<file path="src/sv/x87_rsc_pkg.sv">
// shared types, constants and helpers for the x87 register stack control unit
package x87_rsc_pkg;

  // operation codes
  localparam logic [4:0] K_PUSH_VAL  = 5'd0;
  localparam logic [4:0] K_PUSH_REG  = 5'd1;
  localparam logic [4:0] K_PUSH_CON  = 5'd2;
  localparam logic [4:0] K_READ      = 5'd3;
  localparam logic [4:0] K_READ_POP  = 5'd4;
  localparam logic [4:0] K_COPY      = 5'd5;
  localparam logic [4:0] K_COPY_POP  = 5'd6;
  localparam logic [4:0] K_XCHG      = 5'd7;
  localparam logic [4:0] K_FREE      = 5'd8;
  localparam logic [4:0] K_DEC_TOP   = 5'd9;
  localparam logic [4:0] K_INC_TOP   = 5'd10;
  localparam logic [4:0] K_CMP_REG   = 5'd11;
  localparam logic [4:0] K_CMP_POP   = 5'd12;
  localparam logic [4:0] K_CMP_POP2  = 5'd13;
  localparam logic [4:0] K_CMP_OPND  = 5'd14;
  localparam logic [4:0] K_CMP_OPOP  = 5'd15;
  localparam logic [4:0] K_TEST      = 5'd16;
  localparam logic [4:0] K_EXAMINE   = 5'd17;
  localparam logic [4:0] K_CHS       = 5'd18;
  localparam logic [4:0] K_ABS       = 5'd19;
  localparam logic [4:0] K_CLEX      = 5'd20;
  localparam logic [4:0] K_INIT      = 5'd21;
  localparam logic [4:0] K_LDCW      = 5'd22;
  localparam logic [4:0] K_RDCW      = 5'd23;
  localparam logic [4:0] K_RDSW      = 5'd24;
  localparam logic [4:0] K_POP2      = 5'd25;

  // status word bits
  localparam logic [15:0] SW_IE  = 16'h0001;
  localparam logic [15:0] SW_SF  = 16'h0040;
  localparam logic [15:0] SW_C0  = 16'h0100;
  localparam logic [15:0] SW_C1  = 16'h0200;
  localparam logic [15:0] SW_C2  = 16'h0400;
  localparam logic [15:0] SW_C3  = 16'h4000;
  localparam logic [15:0] SW_CC  = 16'h4700;
  localparam logic [15:0] CW_RESET = 16'h037F;
  localparam logic [15:0] TW_RESET = 16'hFFFF;
  localparam logic [15:0] CLEX_MASK = 16'h7F00;

  localparam logic [1:0] TAG_EMPTY = 2'd3;
  localparam logic [1:0] TAG_VALID = 2'd0;

  localparam logic [63:0] NEG_QNAN  = 64'hFFF8000000000000;
  localparam logic [63:0] SIGN_BIT  = 64'h8000000000000000;
  localparam logic [63:0] MAG_MASK  = 64'h7FFFFFFFFFFFFFFF;

  // constant rom: one, log10(2), log2(e), pi, log2(10), ln(2), +0, +qnan
  localparam logic [63:0] CONST_ROM [8] = '{
    64'h3FF0000000000000, 64'h3FD34413509F79FF, 64'h3FF71547652B82FE,
    64'h400921FB54442D18, 64'h400A934F0979A371, 64'h3FE62E42FEFA39EF,
    64'h0000000000000000, 64'h7FF8000000000000
  };

  // status and tag words moving through one operation
  typedef struct packed {
    logic [15:0] sw;
    logic [15:0] tw;
  } stk_st_t;

  function automatic logic [1:0] tag_of(input logic [15:0] tw, input logic [2:0] p);
    return tw[{p, 1'b0} +: 2];
  endfunction

  function automatic logic [15:0] tag_put(input logic [15:0] tw, input logic [2:0] p,
                                          input logic [1:0] t);
    logic [15:0] r;
    r = tw;
    r[{p, 1'b0} +: 2] = t;
    return r;
  endfunction

  function automatic logic [15:0] empty_sw(input logic [15:0] sw);
    return (sw | SW_IE | SW_SF) & ~SW_C1;
  endfunction

  function automatic logic [15:0] top_step(input logic [15:0] sw, input logic up);
    logic [15:0] r;
    r = sw;
    r[13:11] = up ? sw[13:11] + 3'd1 : sw[13:11] - 3'd1;
    return r;
  endfunction

  // push bookkeeping; the new value lands at the new top
  function automatic stk_st_t push_st(input stk_st_t s);
    stk_st_t r;
    r = s;
    if (tag_of(s.tw, s.sw[13:11] + 3'd7) != TAG_EMPTY) r.sw = r.sw | SW_IE | SW_C1 | SW_SF;
    r.sw = top_step(r.sw, 1'b0);
    r.tw = tag_put(r.tw, r.sw[13:11], TAG_VALID);
    return r;
  endfunction

  // pop bookkeeping
  function automatic stk_st_t pop_st(input stk_st_t s);
    stk_st_t r;
    r = s;
    if (tag_of(s.tw, s.sw[13:11]) != TAG_EMPTY) r.tw = tag_put(r.tw, s.sw[13:11], TAG_EMPTY);
    else r.sw = empty_sw(r.sw);
    r.sw = top_step(r.sw, 1'b1);
    return r;
  endfunction

  function automatic logic is_nan(input logic [63:0] a);
    return (a[62:52] == 11'h7FF) && (a[51:0] != '0);
  endfunction

  // compare st0 against y, updating condition codes
  function automatic logic [15:0] cmp_sw(input logic [15:0] sw, input logic [63:0] x,
                                         input logic [63:0] y);
    logic [15:0] r;
    logic eq, lt;
    r = sw & ~SW_CC;
    eq = (x == y) || ((x[62:0] == '0) && (y[62:0] == '0));
    if (eq) lt = 1'b0;
    else if (x[63] != y[63]) lt = x[63];
    else if (!x[63]) lt = x[62:0] < y[62:0];
    else lt = x[62:0] > y[62:0];
    if (is_nan(x) || is_nan(y)) begin
      r = r | SW_C0 | SW_C2 | SW_C3 | SW_IE;
    end else begin
      if (lt) r = r | SW_C0;
      if (eq) r = r | SW_C3;
    end
    return r;
  endfunction

endpackage

</file>
<file path="src/sv/x87_register_stack_control_unit.sv">
// x87 register stack control unit: input register, one operation pass, result register
// order: a beat accepted into the input register passes the operation logic, loads the result register,
// and is shown with valid_o once the result register holds it
// throughput: one operation per cycle; busy is never raised, the receiver cannot stall
// each operation is one pass of flat logic between the input and result registers
// reset: tags empty, status zero, control word 037f; stack values undefined until written
module x87_register_stack_control_unit (
  input  logic        clk_i,
  input  logic        rst_ni,
  input  logic        start,
  output logic        busy,
  input  logic [4:0]  kind_i,
  input  logic [2:0]  reg_index_i,
  input  logic [63:0] operand_bits_i,
  input  logic [15:0] word_in_i,
  output logic        valid_o,
  output logic [63:0] value_bits_o,
  output logic [15:0] word_out_o,
  output logic [15:0] status_now_o
);
  import x87_rsc_pkg::*;

  logic        in_vld_q;
  logic [4:0]  kind_q;
  logic [2:0]  ri_q;
  logic [63:0] opnd_q;
  logic [15:0] win_q;

  logic [63:0] stack_q [8];
  logic [15:0] tag_q, status_q, ctrl_q;
  logic [15:0] tag_d, status_d, ctrl_d;
  logic        out_vld_q;
  logic [63:0] value_q, value_d;
  logic [15:0] word_q, word_d;

  logic        we0, we1;
  logic [2:0]  wa0, wa1;
  logic [63:0] wd0, wd1;

  assign busy = 1'b0;

  // input register
  always_ff @(posedge clk_i or negedge rst_ni) begin
    if (!rst_ni) begin
      in_vld_q <= 1'b0;
    end else begin
      in_vld_q <= start;
    end
  end

  always_ff @(posedge clk_i) begin
    if (start) begin
      kind_q <= kind_i;
      ri_q   <= reg_index_i;
      opnd_q <= operand_bits_i;
      win_q  <= word_in_i;
    end
  end

  // operation pass
  always_comb begin
    stk_st_t     s;
    logic [2:0]  top, p0, pr;
    logic        e0, er;
    logic [63:0] x0, xr;
    logic [15:0] cc;
    top = status_q[13:11];
    p0  = top;
    pr  = top + ((kind_q == K_CMP_POP2) ? 3'd1 : ri_q);
    e0  = tag_of(tag_q, p0) == TAG_EMPTY;
    er  = tag_of(tag_q, pr) == TAG_EMPTY;
    x0  = e0 ? NEG_QNAN : stack_q[p0];
    xr  = er ? NEG_QNAN : stack_q[pr];
    s.sw = status_q;
    s.tw = tag_q;
    ctrl_d  = ctrl_q;
    value_d = '0;
    word_d  = '0;
    we0 = 1'b0; wa0 = p0; wd0 = x0;
    we1 = 1'b0; wa1 = pr; wd1 = x0;
    cc = '0;
    if (in_vld_q) begin
      unique case (kind_q)
        K_PUSH_VAL: begin
          s = push_st(s);
          we0 = 1'b1; wa0 = top - 3'd1; wd0 = opnd_q;
        end
        K_PUSH_REG: begin
          if (er) s.sw = empty_sw(s.sw);
          s = push_st(s);
          we0 = 1'b1; wa0 = top - 3'd1; wd0 = xr;
        end
        K_PUSH_CON: begin
          s = push_st(s);
          we0 = 1'b1; wa0 = top - 3'd1; wd0 = CONST_ROM[ri_q];
        end
        K_READ: begin
          if (e0) s.sw = empty_sw(s.sw);
          value_d = x0;
        end
        K_READ_POP: begin
          if (e0) s.sw = empty_sw(s.sw);
          value_d = x0;
          s = pop_st(s);
        end
        K_COPY, K_COPY_POP: begin
          if (e0) s.sw = empty_sw(s.sw);
          we1 = 1'b1;
          s.tw = tag_put(s.tw, pr, TAG_VALID);
          if (kind_q == K_COPY_POP) s = pop_st(s);
        end
        K_XCHG: begin
          if (e0 || er) s.sw = empty_sw(s.sw);
          we1 = 1'b1;
          we0 = 1'b1; wd0 = xr;
          s.tw = tag_put(s.tw, pr, TAG_VALID);
          s.tw = tag_put(s.tw, p0, TAG_VALID);
        end
        K_FREE:    s.tw = tag_put(s.tw, pr, TAG_EMPTY);
        K_DEC_TOP: s.sw = top_step(s.sw, 1'b0);
        K_INC_TOP: s.sw = top_step(s.sw, 1'b1);
        K_CMP_REG, K_CMP_POP, K_CMP_POP2: begin
          if (e0 || er) s.sw = empty_sw(s.sw);
          s.sw = cmp_sw(s.sw, x0, xr);
          if (kind_q != K_CMP_REG) s = pop_st(s);
          if (kind_q == K_CMP_POP2) s = pop_st(s);
        end
        K_CMP_OPND, K_CMP_OPOP, K_TEST: begin
          if (e0) s.sw = empty_sw(s.sw);
          s.sw = cmp_sw(s.sw, x0, (kind_q == K_TEST) ? 64'd0 : opnd_q);
          if (kind_q == K_CMP_OPOP) s = pop_st(s);
        end
        K_EXAMINE: begin
          if (e0) s.sw = empty_sw(s.sw);
          if (x0[63]) cc = cc | SW_C1;
          if (e0) cc = cc | SW_C0 | SW_C3;
          else if (x0[62:52] == 11'h7FF)
            cc = cc | ((x0[51:0] != '0) ? SW_C0 : (SW_C0 | SW_C2));
          else if (x0[62:52] == '0)
            cc = cc | ((x0[51:0] == '0) ? SW_C3 : (SW_C3 | SW_C2));
          else cc = cc | SW_C2;
          s.sw = (s.sw & ~SW_CC) | cc;
        end
        K_CHS, K_ABS: begin
          if (e0) s.sw = empty_sw(s.sw);
          we0 = 1'b1;
          wd0 = (kind_q == K_CHS) ? (x0 ^ SIGN_BIT) : (x0 & MAG_MASK);
        end
        K_CLEX: s.sw = s.sw & CLEX_MASK;
        K_INIT: begin
          ctrl_d = CW_RESET;
          s.sw = '0;
          s.tw = TW_RESET;
        end
        K_LDCW: ctrl_d = win_q;
        K_RDCW: word_d = ctrl_q;
        K_RDSW: word_d = status_q;
        K_POP2: begin
          s = pop_st(s);
          s = pop_st(s);
        end
        default: ;
      endcase
    end
    status_d = s.sw;
    tag_d    = s.tw;
  end

  // architectural state and result register
  always_ff @(posedge clk_i or negedge rst_ni) begin
    if (!rst_ni) begin
      tag_q     <= TW_RESET;
      status_q  <= '0;
      ctrl_q    <= CW_RESET;
      out_vld_q <= 1'b0;
    end else begin
      tag_q     <= tag_d;
      status_q  <= status_d;
      ctrl_q    <= ctrl_d;
      out_vld_q <= in_vld_q;
    end
  end

  // stack storage; the second port wins on a shared address (same data there)
  always_ff @(posedge clk_i) begin
    if (we0) stack_q[wa0] <= wd0;
    if (we1) stack_q[wa1] <= wd1;
    if (in_vld_q) begin
      value_q <= value_d;
      word_q  <= word_d;
    end
  end

  assign valid_o      = out_vld_q;
  assign value_bits_o = value_q;
  assign word_out_o   = word_q;
  assign status_now_o = status_q;

endmodule

</file>
<file path="config.mk">
export PLATFORM = sky130hd
export DESIGN_NAME = x87_register_stack_control_unit
export DESIGN_NICKNAME = d
export VERILOG_FILES = /design/src/sv/x87_rsc_pkg.sv /design/src/sv/x87_register_stack_control_unit.sv
export SDC_FILE = /design/constraint.sdc
export NUM_CORES = 2
export LEC_CHECK = 0
export BUFFER_PORTS_ARGS = -buffer_cell sky130_fd_sc_hd__buf_2
export CORE_MARGIN = 2
export CORE_UTILIZATION = 45
export CTS_CLUSTER_DIAMETER = 60
export DETAILED_ROUTE_END_ITERATION = 6
export SLEW_MARGIN = 40
export SYNTH_ARGS = -nofsm -noshare
export SYNTH_HDL_FRONTEND = slang
export SYNTH_SLANG_ARGS = --single-unit
</file>
<file path="constraint.sdc">
create_clock -name clk_i -period 15.9 [get_ports clk_i]
set_clock_uncertainty 0.1 [all_clocks]
set_input_delay 3.18 -clock clk_i [delete_from_list [all_inputs] [get_ports clk_i]]
set_output_delay 3.18 -clock clk_i [all_outputs]
set_load 0.1 [all_outputs]
</file>
==> flow_summary.ini <==
[logic_synthesis]
ys_ff_latch = 723
syn_area_per_cell_um2 = 11.70
synth_cells = 3934
synth_edf_count = 680
ys_warn_count = 0
synth.distinct_cells = 82
synth_seq_area_share_pct = 46.75
async_reset_ff_share_pct = 5.947
yosys_most_used_dff = edfxtp_1
syn_area_mm2 = 0.04605

[pwr]
vdd_ir_drop_max_mv = 0.1295
p_leak_nw = 20.91
p_per_area_mw_per_mm2 = 205.1
total_power_mw = 10.58

[clock_network]
htreeDepth = 3
tritoncts = built
clkTransAtPathRegs_ns = 0.06
cts-resized-gates = 0
cts.hold.buffers_added = 0
clockBufferDepth = 3
cts_sinks = 723
post_cts_buffers = 0
root_buffer = clkbuf_16
cts_made_buffers = 91
clk_latency_ns = 0.72

[setup_path]
rr_worst_depth = 20
required_ns = 16.38
cp-end-kind = register
critPathLaunchType = register
worstPathMaxFanout = 49
r2r-end = status_now_o[8]
r2r_start = kind_q[1]
reg2reg_slack_ns = 8.36
cp.arrival_ns = 8.01
critical_path_class = reg -> reg

[status]
status = finished with violations
violations = DRC

[final_layout]
n_fill_cell = 9081
regArea_mm2 = 0.02154
layoutNonFillerInstCount = 5449
final_cell_mix = 680 x edfxtp_1, 465 x mux2i_1, 349 x nor2_1, 315 x nand2_1, 284 x a21oi_1
final_common_cell = edfxtp_1
nNetsFinal = 4249
area.growth.synth_to_final_pct = 11.99
multi_input_area_mm2 = 0.02328
diodes = 0
final_layout_size_suffix_gt1_share_pct = 19.38

[global_routing]
antenna_found_initial = 4
track_usage_pct = 32.75
grt_pass1_vias = 34980
grt_pass1_wl_um = 248500
grt_max_degree = 91
overflow = 0

[min_path]
holdPathEnd = ctrl_q[10]
min_from = win_q[10]
hp-class = reg -> reg
holdPathStages = 1

[place]
io_buffers = 180
gp_congestion = 0.9822
dp_cells = 5270
place_hpwl_um = 115100
place_ws_ns = 8.521

[sta]
relSlewSlack_pct = 32.91
rsz0062_at_grt = no
maxSlewViolCount = 0
setup_ws_ns = 8.363
setup_tns_ns = 0
max_freq_mhz = 132.7
hold_viol_final = 0
period_needed_ns = 7.537
setup_viol = 0
worstMarginPinSlew_ns = 0.9971
finalCritPeriodShare_pct = 47.40

[detailed_routing]
ant_nets = 0
firstDrtPassIters = 7
drt_iter0_drc = 5170
routed_wirelength_um = 173400
routed_via_density = 6.715
remaining_drc_errors = 2
via_count = 36590
routedWlPerCell_um = 31.81

[floorplan]
fp.dieW_um = 323.9
initial_core_util_pct = 45.32
core_mm2 = 0.1016
die_h_um = 323.9
num_rows = 117
top_level_ports = 189
dieArea_mm2 = 0.1049

[job]
drv_cap = 0
## report_power, final
part / switching (mW) / internal (mW) / total, mW
combinational: 3.72 / 2.05 / 5.77
clock: 0.920 / 1.20 / 2.12
sequential: 0.148 / 2.54 / 2.68
total: 4.79 / 5.79 / 10.6
## cells by family after synthesis
kind of cell / synth area share (%)
muxes: 23.06
and+or+nand+nor: 11.87
xor gates and xnor gates: 0.1332
AOI/OAI and AO/OA: 10.47
buffers and inverters: 3.511
adders and majority gates: 4.196
DFF: 46.75
other: 0.008144
## how the worst max path moves through the flow
stage / startpoint / to / slack, ns
2_1_floorplan: status_now_o[11] / stack_q[4][0] / 7.49
3_3_place_gp: kind_q[1] / status_now_o[8] / 8.31
3_5_place_dp: kind_q[1] / status_now_o[8] / 8.52
4_1_cts: kind_q[1] / status_now_o[8] / 8.50
5_1_grt: kind_q[1] / status_now_o[8] / 8.14
6_report: kind_q[1] / status_now_o[8] / 8.36
## through the flow
step | util [%] | cell area [um2] | hold WS (ns)
2_1_floorplan | - | 46070 | 0.3380
3_3_place_gp | 47.52 | 48280 | 0.3396
3_5_place_dp | 47.64 | 48400 | 0.3458
4_1_cts | 50.63 | 51440 | 0.3602
5_1_grt | 50.76 | 51570 | 0.3737
6_report | 50.76 | 51570 | 0.3596
## sequential cells by signal, summed over array words and instances, names as in the netlist
name          flops
ctrl_q           16
word_out_o       16
stack_q         512
tag_q            16
win_q            16
kind_q            5
valid_o           1
in_vld_q          1
value_bits_o     64
ri_q              3
opnd_q           64
status_now_o      9
## area by class of cell
cell class	count	share of cell area [%]
inverters	84	0.6187
flip-flops and latches	723	41.77
clock buffers	100	4.481
well taps	1368	3.319
clock inverters	69	1.412
repair buffers	271	3.256
multi-input cells	2834	45.14
## critical path: stages, from the launching register on
cell and delay [ns]:
edfxtp_1 0.37, buf_4 0.25, nand2b_1 0.22, nor3_1 0.62, nor2_1 0.13, fa_4 1.22
inv_1 0.25, mux4_2 0.73, mux2i_4 0.32, buf_4 0.59, nand2b_1 0.15, ha_1 0.33
nand4_1 0.16, nor4_2 0.61, o21ai_0 0.19, a21oi_1 0.14, o21ai_0 0.11, o2111ai_1 0.13
a21boi_0 0.13, o32a_1 0.26, o311ai_0 0.35
## synth_stat cells (all sizes together), types with 15 or more instances
master | number | area, um2
a211oi | 24 | 180.2
a21o | 15 | 112.6
a21oi | 286 | 1431
a22o | 24 | 210.2
a22oi | 69 | 518.0
and2 | 36 | 225.2
buf | 126 | 648.1
clkbuf | 174 | 653.1
dfrtp | 18 | 450.4
dfstp | 25 | 656.9
edfxtp | 680 | 20420
ha | 152 | 1902
inv | 83 | 311.5
mux2 | 21 | 236.5
mux2i | 468 | 4684
mux4 | 253 | 5698
nand2 | 322 | 1209
nand2b | 79 | 494.2
nand3 | 61 | 305.3
nand4 | 53 | 331.6
nor2 | 355 | 1333
nor2b | 31 | 193.9
nor3 | 82 | 410.4
nor4 | 55 | 344.1
o211ai | 22 | 165.2
o21ai | 153 | 765.7
o22ai | 24 | 150.1
## routing by layer
layer	up-vias	share of wire, %	track usage, %
li1	15450	-	-
met1	18210	39	45.06
met2	2454	44	49.31
met3	479	12	7.617
met4	4	5.3	14.85
met5	-	0.042	0
Power figures use the tool's default switching activity.
